--- config.mk ---
export PLATFORM = sky130hd
export DESIGN_NAME = supply_power_limiter_flat
export DESIGN_NICKNAME = d
export VERILOG_FILES = /design/src/rtl/slim_pkg.sv /design/src/rtl/slim_if.sv /design/src/rtl/supply_power_limiter.sv /design/src/flat_wrapper.sv
export SDC_FILE = /design/constraint.sdc
export NUM_CORES = 2
export LEC_CHECK = 0
export BUFFER_PORTS_ARGS = -buffer_cell sky130_fd_sc_hd__clkbuf_2
export CAP_MARGIN = 20
export CORE_ASPECT_RATIO = 1.2
export CORE_UTILIZATION = 50
export DETAILED_ROUTE_END_ITERATION = 6
export PLACE_DENSITY = 0.7
export SLEW_MARGIN = 10
export SYNTH_ARGS = -nofsm -noshare
export SYNTH_HDL_FRONTEND = slang
export SYNTH_SLANG_ARGS = --single-unit
--- constraint.sdc ---
create_clock -name clock -period 11.3 [get_ports clock]
set_input_delay 0.565 -clock clock [delete_from_list [all_inputs] [get_ports clock]]
set_output_delay 0.565 -clock clock [all_outputs]
set_load 0.02 [all_outputs]
--- src/rtl/slim_pkg.sv ---
`default_nettype none
package slim_pkg;
   localparam int SAMPLE_BITS      = 24;
   localparam int FRAME_COUNT_BITS = 16;
   localparam int GAIN_BITS        = 24;
   localparam int MODE_BITS        = 2;
   localparam int BUDGET_BITS      = 48;
   localparam int RATE_BITS        = 24;
   localparam int CSR_DATA_BITS    = 48;
   localparam int CSR_INDEX_BITS   = 1;
   localparam int MEAN_BITS        = 48;
   localparam int CUR_BITS         = 40;
   localparam int STEP_BITS        = 41;
   localparam int RATIO_BITS       = 46;
   localparam int ROOT_STEPS       = RATIO_BITS / 2;
   localparam int CNT_BITS         = $clog2(RATIO_BITS + 1);

   localparam logic [MODE_BITS-1:0] MODE_BLOCK  = 2'd0;
   localparam logic [MODE_BITS-1:0] MODE_SAMPLE = 2'd1;
   localparam logic [MODE_BITS-1:0] MODE_CLEAR  = 2'd2;

   localparam logic [CSR_INDEX_BITS-1:0] CSR_POWER_BUDGET  = 1'b0;
   localparam logic [CSR_INDEX_BITS-1:0] CSR_DETECTOR_RATE = 1'b1;

   localparam logic [GAIN_BITS-1:0]   UNITY_GAIN   = 24'h800000;
   localparam logic [CUR_BITS-1:0]    UNITY_CUR    = 40'h80_0000_0000;
   localparam logic [BUDGET_BITS-1:0] BUDGET_RESET = 48'h8000_0000_0000;
endpackage
`default_nettype wire

--- src/rtl/slim_if.sv ---
`default_nettype none
interface slim_req_if;
   logic                                     valid;
   logic                                     ready;
   logic [slim_pkg::MODE_BITS-1:0]           mode;
   logic [slim_pkg::FRAME_COUNT_BITS-1:0]    frame_count;
   logic signed [slim_pkg::SAMPLE_BITS-1:0]  woofer_sample;
   logic signed [slim_pkg::SAMPLE_BITS-1:0]  tweeter_sample;
   modport source (output valid, mode, frame_count, woofer_sample, tweeter_sample,
                   input ready);
   modport sink   (input valid, mode, frame_count, woofer_sample, tweeter_sample,
                   output ready);
endinterface

interface slim_rsp_if;
   logic                             valid;
   logic                             ready;
   logic [slim_pkg::GAIN_BITS-1:0]   gain;
   modport source (output valid, gain, input ready);
   modport sink   (input valid, gain, output ready);
endinterface
`default_nettype wire

--- src/rtl/supply_power_limiter.sv ---
// sample beat: bit-serial square over the sample bits, then bit-serial
//   detector multiply over the rate bits, then round, update and output register
// block begin: a 46-step restoring divider, 23-step root and 41-step frame divider;
//   a mean within budget skips divider and root; clear and unused beats stay idle
// one beat at a time; a waiting result holds only a sample beat's output step
// reset (synchronous, active high) clears detector, sets gain to unity, budget 2^47, rate 0
`default_nettype none
module supply_power_limiter (
   input  wire logic                                  clock,
   input  wire logic                                  reset,
   slim_req_if.sink                                   req_ch,
   slim_rsp_if.source                                 rsp_ch,
   input  wire logic                                  csr_we,
   input  wire logic [slim_pkg::CSR_INDEX_BITS-1:0]   csr_index,
   input  wire logic [slim_pkg::CSR_DATA_BITS-1:0]    csr_data
);
   localparam int SB     = slim_pkg::SAMPLE_BITS;
   localparam int FB     = slim_pkg::FRAME_COUNT_BITS;
   localparam int SQ_W   = 2 * SB + 1;
   localparam int PSHIFT = 46 - 2 * (SB - 1);
   localparam int SHL    = (PSHIFT >= 0) ? PSHIFT : 0;
   localparam int SHR    = (PSHIFT < 0) ? -PSHIFT : 0;
   localparam int CW     = slim_pkg::CNT_BITS;

   typedef enum logic [3:0] {
      ST_IDLE, ST_SQ, ST_PWR, ST_MAC, ST_ROUND, ST_UPD, ST_OUT,
      ST_DIV, ST_SQRT, ST_STEP, ST_FDIV, ST_SIGN
   } state_type;

   state_type                     state_ff;
   logic [CW-1:0]                 cnt_ff;
   logic [SB-1:0]                 a_ff, b_ff, a_sr_ff, b_sr_ff;
   logic [SQ_W-1:0]               sq_ff;
   logic [47:0]                   mag_ff;
   logic                          up_ff;
   logic [23:0]                   rate_sr_ff;
   logic [71:0]                   prod_ff;
   logic [47:0]                   mean_ff, budget_ff;
   logic [23:0]                   rate_ff;
   logic [39:0]                   cur_ff;
   logic [23:0]                   tgt_ff;
   logic signed [40:0]            step_ff;
   logic [FB-1:0]                 frames_ff;
   logic [48:0]                   r_ff;
   logic [45:0]                   q_ff;
   logic [24:0]                   rem_ff;
   logic [23:0]                   root_ff;
   logic [40:0]                   div_ff;
   logic [FB-1:0]                 drem_ff;
   logic                          neg_ff;
   logic [23:0]                   out_ff, gain_ff;
   logic                          rsp_valid_ff;

   logic                          accept;
   logic [SB-1:0]                 wmag, tmag;
   logic [SB+1:0]                 sq_top;
   logic [SQ_W-1:0]               sq_in;
   logic [47:0]                   pwr;
   logic [48:0]                   mac_top;
   logic [71:0]                   prod_in;
   logic [47:0]                   inc_in;
   logic [48:0]                   r_sh;
   logic [48:0]                   r_in;
   logic [45:0]                   q_in;
   logic [26:0]                   rm, trial;
   logic [24:0]                   rem_in;
   logic [23:0]                   root_in;
   logic signed [40:0]            diff;
   logic [FB:0]                   dr;
   logic [FB-1:0]                 drem_in;
   logic [40:0]                   div_in;
   logic signed [41:0]            g0, gs, tg;
   logic [39:0]                   cur_in;

   assign accept        = req_ch.valid && req_ch.ready;
   assign req_ch.ready  = (state_ff == ST_IDLE);
   assign rsp_ch.valid  = rsp_valid_ff;
   assign rsp_ch.gain   = gain_ff;

   assign wmag = req_ch.woofer_sample[SB-1] ? SB'(-req_ch.woofer_sample)
                                            : SB'(req_ch.woofer_sample);
   assign tmag = req_ch.tweeter_sample[SB-1] ? SB'(-req_ch.tweeter_sample)
                                             : SB'(req_ch.tweeter_sample);

   always_comb begin
      sq_top  = {1'b0, sq_ff[SQ_W-1:SB]} + (a_sr_ff[0] ? {2'b0, a_ff} : '0)
                + (b_sr_ff[0] ? {2'b0, b_ff} : '0);
      sq_in   = SQ_W'({sq_top, sq_ff[SB-1:1]});
      pwr     = 48'((({48'd0, sq_ff}) << SHL) >> SHR);
      mac_top = {1'b0, prod_ff[71:24]} + (rate_sr_ff[0] ? {1'b0, mag_ff} : 49'd0);
      prod_in = {mac_top, prod_ff[23:1]};
      inc_in  = 48'((prod_ff + 72'h80_0000) >> 24);

      r_sh = {r_ff[47:0], 1'b0};
      if (r_sh >= {1'b0, mean_ff}) begin
         r_in = r_sh - {1'b0, mean_ff};
         q_in = {q_ff[44:0], 1'b1};
      end else begin
         r_in = r_sh;
         q_in = {q_ff[44:0], 1'b0};
      end

      rm    = {rem_ff, q_ff[45:44]};
      trial = {1'b0, root_ff, 2'b01};
      if (rm >= trial) begin
         rem_in  = 25'(rm - trial);
         root_in = {root_ff[22:0], 1'b1};
      end else begin
         rem_in  = 25'(rm);
         root_in = {root_ff[22:0], 1'b0};
      end

      diff = $signed({1'b0, tgt_ff, 16'd0}) - $signed({1'b0, cur_ff});
      dr   = {drem_ff, div_ff[40]};
      if (dr >= {1'b0, frames_ff}) begin
         drem_in = FB'(dr - {1'b0, frames_ff});
         div_in  = {div_ff[39:0], 1'b1};
      end else begin
         drem_in = FB'(dr);
         div_in  = {div_ff[39:0], 1'b0};
      end

      g0 = $signed({2'b0, cur_ff});
      tg = $signed({2'b0, tgt_ff, 16'd0});
      gs = g0 + 42'(step_ff);
      if (step_ff > 0 && gs > tg) begin
         gs = tg;
      end else if (step_ff < 0 && gs < tg) begin
         gs = tg;
      end
      if (gs < 0) begin
         cur_in = '0;
      end else if (gs > $signed({2'b0, slim_pkg::UNITY_CUR})) begin
         cur_in = slim_pkg::UNITY_CUR;
      end else begin
         cur_in = gs[39:0];
      end
   end

   always_ff @(posedge clock) begin
      if (reset) begin
         state_ff     <= ST_IDLE;
         rsp_valid_ff <= 1'b0;
         mean_ff      <= '0;
         cur_ff       <= slim_pkg::UNITY_CUR;
         tgt_ff       <= slim_pkg::UNITY_GAIN;
         step_ff      <= '0;
         budget_ff    <= slim_pkg::BUDGET_RESET;
         rate_ff      <= '0;
      end else begin
         if (csr_we) begin
            unique case (csr_index)
               slim_pkg::CSR_POWER_BUDGET:  budget_ff <= csr_data[47:0];
               slim_pkg::CSR_DETECTOR_RATE: rate_ff   <= csr_data[23:0];
            endcase
         end
         if (rsp_valid_ff && rsp_ch.ready && state_ff != ST_OUT) begin
            rsp_valid_ff <= 1'b0;
         end
         unique case (state_ff)
            ST_IDLE: begin
               if (accept) begin
                  unique case (req_ch.mode)
                     slim_pkg::MODE_SAMPLE: begin
                        if (rate_ff == '0) begin
                           out_ff   <= slim_pkg::UNITY_GAIN;
                           state_ff <= ST_OUT;
                        end else begin
                           a_ff     <= wmag;
                           a_sr_ff  <= wmag;
                           b_ff     <= tmag;
                           b_sr_ff  <= tmag;
                           sq_ff    <= '0;
                           cnt_ff   <= CW'(SB);
                           state_ff <= ST_SQ;
                        end
                     end
                     slim_pkg::MODE_BLOCK: begin
                        frames_ff <= req_ch.frame_count;
                        if (rate_ff != '0) begin
                           if (mean_ff <= budget_ff) begin
                              tgt_ff   <= slim_pkg::UNITY_GAIN;
                              state_ff <= ST_STEP;
                           end else begin
                              r_ff     <= {1'b0, budget_ff};
                              q_ff     <= '0;
                              cnt_ff   <= CW'(slim_pkg::RATIO_BITS);
                              state_ff <= ST_DIV;
                           end
                        end
                     end
                     slim_pkg::MODE_CLEAR: begin
                        mean_ff <= '0;
                        cur_ff  <= slim_pkg::UNITY_CUR;
                        tgt_ff  <= slim_pkg::UNITY_GAIN;
                        step_ff <= '0;
                     end
                     default: begin
                     end
                  endcase
               end
            end
            ST_SQ: begin
               sq_ff   <= sq_in;
               a_sr_ff <= a_sr_ff >> 1;
               b_sr_ff <= b_sr_ff >> 1;
               cnt_ff  <= cnt_ff - 1'b1;
               if (cnt_ff == CW'(1)) begin
                  state_ff <= ST_PWR;
               end
            end
            ST_PWR: begin
               up_ff      <= (pwr >= mean_ff);
               mag_ff     <= (pwr >= mean_ff) ? pwr - mean_ff : mean_ff - pwr;
               rate_sr_ff <= rate_ff;
               prod_ff    <= '0;
               cnt_ff     <= CW'(24);
               state_ff   <= ST_MAC;
            end
            ST_MAC: begin
               prod_ff    <= prod_in;
               rate_sr_ff <= rate_sr_ff >> 1;
               cnt_ff     <= cnt_ff - 1'b1;
               if (cnt_ff == CW'(1)) begin
                  state_ff <= ST_ROUND;
               end
            end
            ST_ROUND: begin
               mag_ff   <= inc_in;
               state_ff <= ST_UPD;
            end
            ST_UPD: begin
               mean_ff  <= up_ff ? mean_ff + mag_ff : mean_ff - mag_ff;
               cur_ff   <= cur_in;
               out_ff   <= cur_in[39:16];
               state_ff <= ST_OUT;
            end
            ST_OUT: begin
               if (!rsp_valid_ff || rsp_ch.ready) begin
                  gain_ff      <= out_ff;
                  rsp_valid_ff <= 1'b1;
                  state_ff     <= ST_IDLE;
               end
            end
            ST_DIV: begin
               r_ff   <= r_in;
               q_ff   <= q_in;
               if (cnt_ff == CW'(1)) begin
                  rem_ff   <= '0;
                  root_ff  <= '0;
                  cnt_ff   <= CW'(slim_pkg::ROOT_STEPS);
                  state_ff <= ST_SQRT;
               end else begin
                  cnt_ff <= cnt_ff - 1'b1;
               end
            end
            ST_SQRT: begin
               rem_ff  <= rem_in;
               root_ff <= root_in;
               q_ff    <= {q_ff[43:0], 2'b00};
               cnt_ff  <= cnt_ff - 1'b1;
               if (cnt_ff == CW'(1)) begin
                  tgt_ff   <= root_in;
                  state_ff <= ST_STEP;
               end
            end
            ST_STEP: begin
               if (frames_ff == '0) begin
                  step_ff  <= '0;
                  state_ff <= ST_IDLE;
               end else begin
                  neg_ff   <= diff[40];
                  div_ff   <= diff[40] ? 41'(-diff) : 41'(diff);
                  drem_ff  <= '0;
                  cnt_ff   <= CW'(41);
                  state_ff <= ST_FDIV;
               end
            end
            ST_FDIV: begin
               drem_ff <= drem_in;
               div_ff  <= div_in;
               cnt_ff  <= cnt_ff - 1'b1;
               if (cnt_ff == CW'(1)) begin
                  state_ff <= ST_SIGN;
               end
            end
            ST_SIGN: begin
               step_ff  <= neg_ff ? -$signed(div_ff) : $signed(div_ff);
               state_ff <= ST_IDLE;
            end
            default: state_ff <= ST_IDLE;
         endcase
      end
   end
endmodule
`default_nettype wire

--- src/flat_wrapper.sv ---
// flat-port wrapper written by rule: the top's interface ports become plain ports
module supply_power_limiter_flat 
  (clock, reset, csr_we, csr_index, csr_data, req_ch_valid, req_ch_mode, req_ch_frame_count, req_ch_woofer_sample, req_ch_tweeter_sample, req_ch_ready, rsp_ch_valid, rsp_ch_gain, rsp_ch_ready);
  slim_req_if req_ch_i ();
  slim_rsp_if rsp_ch_i ();
  input  wire logic clock;
  input  wire logic reset;
  input  wire logic csr_we;
  input  wire logic [slim_pkg::CSR_INDEX_BITS-1:0] csr_index;
  input  wire logic [slim_pkg::CSR_DATA_BITS-1:0] csr_data;
  input wire logic [$bits(req_ch_i.valid)-1:0] req_ch_valid;
  input wire logic [$bits(req_ch_i.mode)-1:0] req_ch_mode;
  input wire logic [$bits(req_ch_i.frame_count)-1:0] req_ch_frame_count;
  input wire logic [$bits(req_ch_i.woofer_sample)-1:0] req_ch_woofer_sample;
  input wire logic [$bits(req_ch_i.tweeter_sample)-1:0] req_ch_tweeter_sample;
  output wire logic [$bits(req_ch_i.ready)-1:0] req_ch_ready;
  output wire logic [$bits(rsp_ch_i.valid)-1:0] rsp_ch_valid;
  output wire logic [$bits(rsp_ch_i.gain)-1:0] rsp_ch_gain;
  input wire logic [$bits(rsp_ch_i.ready)-1:0] rsp_ch_ready;
  assign req_ch_i.valid = req_ch_valid;
  assign req_ch_i.mode = req_ch_mode;
  assign req_ch_i.frame_count = req_ch_frame_count;
  assign req_ch_i.woofer_sample = req_ch_woofer_sample;
  assign req_ch_i.tweeter_sample = req_ch_tweeter_sample;
  assign req_ch_ready = req_ch_i.ready;
  assign rsp_ch_valid = rsp_ch_i.valid;
  assign rsp_ch_gain = rsp_ch_i.gain;
  assign rsp_ch_i.ready = rsp_ch_ready;
  supply_power_limiter u_core (.clock(clock), .reset(reset), .req_ch(req_ch_i), .rsp_ch(rsp_ch_i), .csr_we(csr_we), .csr_index(csr_index), .csr_data(csr_data));
endmodule
# Word-level counts from Yosys, hierarchy flattened
# Cells that the tools add are included.
# W data, S select, Z words.
# word_totals
reg_bits	791
input_bits	120
out_inout_bits	26
word_cells	238
# classes
n_addsub	18
magnitude_cmp	11
eq_ne	37
n_mux	96
n_bitwise	4
reduce_logical	44
# ops
operator	n
$mux W48	10
$mux W24	18
$pmux W24 S2	7
$pmux W48 S2	3
$mux W41	6
$sub A48 B48 Y48	4
$mux W46	4
$mux W40	4
$mux W49	3
$pmux W72 S2	1
$pmux W46 S3	1
$pmux W41 S3	1
$pmux W49 S2	1
$mux W42	2
$neg A41 Y41	2
$pmux W41 S2	1
$pmux W40 S2	1
$add A72 B24 Y72 const B	1
$mux W25	2
$pmux W25 S2	1
$add A48 B49 Y49	1
$ge A49 B48 Y1	1
$add A48 B48 Y48	1
$ge A48 B48 Y1	1
58 further kinds	133

# Longest topological paths before layout
# logic_depth
word_depth	9
mapped_depth	30

# Worst setup path after synthesis
# No wires, ideal clock.
# synth_timing
kind	reg-to-reg
start	register u_core.state_ff[0]
end	register u_core.a_sr_ff[0], enable pin
arrival_time_ns	8.664
required_time_ns	10.592
setup_slack_ns	1.927
stages_incl_launch_ff	7
period_less_slack_ns	9.373
cell_sequence	dfxtp_1 clkbuf_1 nor2b_1 clkbuf_1 nand2_1 clkbuf_1 a221oi_1
# synth_between
elab_chain_cells	4
# synth_rtl
item	line	source
from (decl)	supply_power_limiter.sv:30	state_type state_ff;
from (signal assigned)	supply_power_limiter.sv:142	state_ff <= ST_IDLE;
from (signal assigned)	supply_power_limiter.sv:167	state_ff <= ST_OUT;
from (signal assigned)	supply_power_limiter.sv:175	state_ff <= ST_SQ;
$logic_not A4 Y1	supply_power_limiter.sv:76, supply_power_limiter.sv:160	
$logic_and A1 B1 Y1	supply_power_limiter.sv:75	assign accept = req_ch.valid && req_ch.ready;
$ne A2 B2 Y1 (no source line)	--	
$reduce_and A5 Y1 (no source line) *	--	
to (signal assigned)	supply_power_limiter.sv:170	a_sr_ff <= wmag;
to (signal assigned)	supply_power_limiter.sv:205	a_sr_ff <= a_sr_ff >> 1;
to (decl)	supply_power_limiter.sv:32	logic [SB-1:0] a_ff, b_ff, a_sr_ff, b_sr_ff;
# Mark *: on every way between the ends. The rest lies on a longest branch, timed or not.
# A chain may end at the register's enable or synchronous reset.

# Worst setup path after layout
# layout_timing
start	register u_core.step_ff[0]
end	register u_core.cur_ff[16]
# layout_between
elab_chain_cells	9
# layout_rtl
item	line	source
from (decl)	supply_power_limiter.sv:42	logic signed [40:0] step_ff;
from (signal assigned)	supply_power_limiter.sv:288	step_ff <= neg_ff ? -$signed(div_ff) : $signed(div_ff);
$add A41 B41 Y42	supply_power_limiter.sv:125	gs = g0 + 42'(step_ff);
$lt A42 B41 Y1	supply_power_limiter.sv:128	end else if (step_ff < 0 && gs < tg) begin
$logic_and A1 B1 Y1	supply_power_limiter.sv:128	
$mux W42	supply_power_limiter.sv:128	
$mux W42 *	supply_power_limiter.sv:126	if (step_ff > 0 && gs > tg) begin
$gt A42 B41 Y1	supply_power_limiter.sv:133	end else if (gs > $signed({2'b0, slim_pkg::UNITY_CUR})) begin
$mux W40	supply_power_limiter.sv:133	
$mux W40 *	supply_power_limiter.sv:131	if (gs < 0) begin
$pmux W40 S2 *	supply_power_limiter.sv:160	unique case (state_ff)
to (signal assigned)	supply_power_limiter.sv:145	cur_ff <= slim_pkg::UNITY_CUR;
to (signal assigned)	supply_power_limiter.sv:194	cur_ff <= slim_pkg::UNITY_CUR;
to (signal assigned)	supply_power_limiter.sv:234	cur_ff <= cur_in;
to (decl)	supply_power_limiter.sv:40	logic [39:0] cur_ff;
# Marked as above.

==> impl_metrics.yaml <==
grt:
  grt.total_usage: 0.275
  overflow: 0
  grt_max_degree: 98
  grt_pass1_wl_mm: 245
  grt_pass1_vias: 44258
  antenna_found_initial: 7
yosys:
  yosysTopAreaCell: "edfxtp_1"
  ys_async_sr_fraction: 0
  ys_seq_area_frac: 0.375
  ys.flop_type: "edfxtp_1"
  synth_top_area_frac: 0.292
  ys_ff_latch: 768
  syn-num-nets: 6908
  synthTopCellsByArea: "edfxtp_1, ha_1, dfxtp_1, nor2_1, a21oi_1"
  postSynthCellCount: 6308
  syn_area_um2: 55300
  synth_edf_count: 538
  yosys_warnings: 0
  synth.avg_cell_area_um2: 8.76
  yosysUniqueCellTypes: 90
hold_path:
  holdPathStages: 1
  hold_class: "in2reg"
power:
  comb_power_share: 0.334
  powerDensity_nw_per_um2: 162
  internal_power_w: 0.00627
  p_leak_nw: 24.8
  seq_power_share: 0.370
  switching_share: 0.356
  switchingPower_w: 0.00346
  irDropWorstVdd_uv: 150
  pwr-share-clk: 0.296
cells_and_area:
  final_util: 0.549
  multi_input_area_um2: 32200
  ff_latch_area_um2: 20800
  fin_cells: 7812
  drive_gt1_frac: 0.0663
  fin_nets: 6924
  syn2layout_area_growth_pct: 8.91
  nFillCells: 9981
floorplan:
  placement_rows: 133
  start_util: 0.504
  die-area_um2: 112000
  chipWidth_um: 306
  pin_count: 146
  core_area_um2: 110000
  die_h_um: 366
cts:
  cts_resized: 0
  h-tree-depth: 3
  clock_insertion_delay_worst_skew_ns: 0.71
  tritoncts.num_buffers: 86
  cts_sinks: 768
  cts_tree: "done"
  clock_path_buffers: 3
  clk_pin_slew_ns: 0.06
  cts-root-buf: "clkbuf_16"
  post_cts_buffers: 0
  holdBufCountCts: 0
worst_setup_path:
  crit_slowest_cell: "a211oi_2"
  path_common_cell: "a21o_1"
  r2r_setup_slack_ns: 3.99
  critPathMaxFanout: 23
  required_ns: 11.88
  startpoint: "u_core.step_ff[0]$_SDFFE_PP0P_"
  reg2reg_from: "u_core.step_ff[0]$_SDFFE_PP0P_"
  ff2ff_path_depth: 27
  critPathKind: "reg2reg"
  path_buf_inv: 3
  cp-endpoint: "u_core.cur_ff[16]$_SDFFE_PP0P_"
  max_stage_delay_ns: 0.46
  path_delay_family: "compound AO/OA/AOI/OAI gates"
  path_depth: 27
  end_kind: "flip-flop"
  setup.worst_path.start_class: "flip-flop"
  critPathArrivalTime_ns: 7.89
  regToRegEndpoint: "u_core.cur_ff[16]$_SDFFE_PP0P_"
routing:
  vias: 46225
  viasPerCell: 5.92
  drc: 0
  ant_nets: 0
  drtIter0Drc: 3859
  wl_mm: 157
  firstDrtPassIters: 6
  drt-wirelength-per-cell_um: 20.2
timing:
  setup_viol: 0
  finalHoldViolCount: 0
  drv_slew: 0
  skew_ns: 0.0326
  slew_headroom: 0.234
  worst_slew_pin_slew_ns: 1.14
  rsz0062_at_grt: "no"
  whs_ns: 0.0593
  period_needed_ns: 7.31
  max_freq_ghz: 0.137
  fin_crit_sh: 0.647
  fin_tns_setup_ns: 0
  worst_slack_ns: 3.99
status:
  status: "complete, no violations"
placement:
  place_inst: 7649
  post-place-ws_ns: 3.97
  dp_hpwl_mm: 121
  place.gp.congestion: 0.965
  io_buffers: 145
flow_run:
  max_cap_violations: 0
area by class of cell:
| cell class | count | share of cell area |
|---|---|---|
| Inverter | 416 | 0.0259 |
| Timing Repair Buffer | 191 | 0.0182 |
| Antenna cell | 3 | 0.000125 |
| Sequential cell | 768 | 0.345 |
| Tap cell | 1417 | 0.0294 |
| Clock inverter | 47 | 0.00790 |
| Multi-Input combinational cell | 4861 | 0.534 |
| Clock buffer | 109 | 0.0394 |
how the worst min path moves through the flow:
| stage | start | slack, ns | endpoint |
|---|---|---|---|
| final | req_ch_frame_count[12] | 0.06 | u_core.frames_ff[12]$_DFFE_PP_ |
| after CTS | req_ch_frame_count[12] | 0.01 | u_core.frames_ff[12]$_DFFE_PP_ |
| after floorplan | u_core.out_ff[0]$_SDFFCE_PN0P_ | 0.40 | u_core.rsp_ch.gain[0]$_DFFE_PP_ |
| after global placement | u_core.out_ff[22]$_SDFFCE_PN0P_ | 0.41 | u_core.rsp_ch.gain[22]$_DFFE_PP_ |
| after detailed placement | u_core.out_ff[22]$_SDFFCE_PN0P_ | 0.40 | u_core.rsp_ch.gain[22]$_DFFE_PP_ |
| after global routing | req_ch_frame_count[13] | 0.03 | u_core.frames_ff[13]$_DFFE_PP_ |
through the flow:
stage,total power (W),area [um^2]
2_1_floorplan,0.00602,55300
3_3_place_gp,0.00679,57300
3_5_place_dp,0.00685,57300
4_1_cts,0.00974,60200
5_1_grt,0.0103,60200
6_report,0.00973,60200
flip-flops by register name, summed over array words and instances, names as in the netlist, 25 cells and up:
register and cells:
u_core.sq_ff 49, u_core.budget_ff 48, u_core.prod_ff 49, u_core.mean_ff 48, u_core.step_ff 41, u_core.q_ff 46, u_core.cur_ff 40, u_core.div_ff 41
u_core.rem_ff 25, u_core.r_ff 48, u_core.mag_ff 48
worst register-to-register path, stage by stage, from the launching register on:
cell and delay [ns]:
dfxtp_1 0.43, ha_1 0.29, fa_1 0.41, a21o_1 0.19, a21oi_2 0.21, o21ai_1 0.13, a41o_1 0.34, a221o_1 0.45
a21o_1 0.25, a41oi_2 0.32, a21oi_1 0.22, a311oi_1 0.38, xnor2_1 0.23, ha_1 0.31, a21o_1 0.16, a21oi_1 0.14
nor2b_1 0.06, o21ai_0 0.15, nand2b_1 0.08, a211oi_1 0.25, nand3b_1 0.13, nand3_2 0.21, buf_4 0.40, inv_1 0.10
a211oi_2 0.46, buf_4 0.37, or2_4 0.41, o21ai_0 0.13
cell usage after synthesis (all sizes together) (17+ instances only):
library cell and number:
nand2b 76, a211oi 73, nand3 101, a21o 201, a21oi 538, o31ai 38, a31oi 54, or2 27
edfxtp 538, a22oi 73, buf 29, nor3b 17, or3 41, a21boi 27, a22o 72, o21bai 44
ha 448, dfxtp 230, nand4 80, xor2 190, nor4 54, xnor2 304, o21ai 343, inv 415
fa 32, and2 79, nor2 727, or4 20, nand2 626, and3 48, nor3 112, clkbuf 234
nor2b 63, mux2i 99, o21a 52
cell usage in the layout (no fill, tap or decap), types with 53 or more instances in the layout:
cell and instances:
inv_1 415, clkbuf_2 144, clkbuf_16 88, xnor2_1 304, ha_1 448, nand3_1 99, a21oi_1 535, edfxtp_1 538
mux2i_1 99, nand4_1 80, xor2_1 190, nand2_1 624, nor2_1 720, dfxtp_1 230, a22oi_1 73, o21ai_0 320
nor3_1 108, and2_1 79, a22o_1 72, a211oi_1 71, nand2b_1 74, nor2b_1 61, a21o_1 201, nor4_1 53
cell families after synthesis:
family | after synthesis | share of synthesized area
AO/OA/AOI/OAI | 1668 | 0.191
multiplexers | 109 | 0.0200
XOR/XNOR | 494 | 0.0783
buffers and inverters | 679 | 0.0464
AND/OR/NAND/NOR | 2110 | 0.176
flip-flops | 768 | 0.375
adder cells (fa/ha/maj) | 480 | 0.113
power by group through the flow:
stage / Combinational (W) / Sequential (W) / Clock (W)
6_report: 0.00325 / 0.00360 / 0.00288
5_1_grt: 0.00360 / 0.00363 / 0.00303
4_1_cts: 0.00321 / 0.00360 / 0.00293
3_5_place_dp: 0.00319 / 0.00366 / 0
3_3_place_gp: 0.00313 / 0.00365 / 0
2_1_floorplan: 0.00241 / 0.00361 / 0
metal layers:
metal  vias up  wire (um)  GRT usage
li1      22563          -          -
met1     22022      67800      0.359
met2      1356      74400      0.463
met3       276       8760     0.0306
met4         8       6400      0.112
met5         -         60          0
No activity file was read; power rests on OpenSTA's default activity.
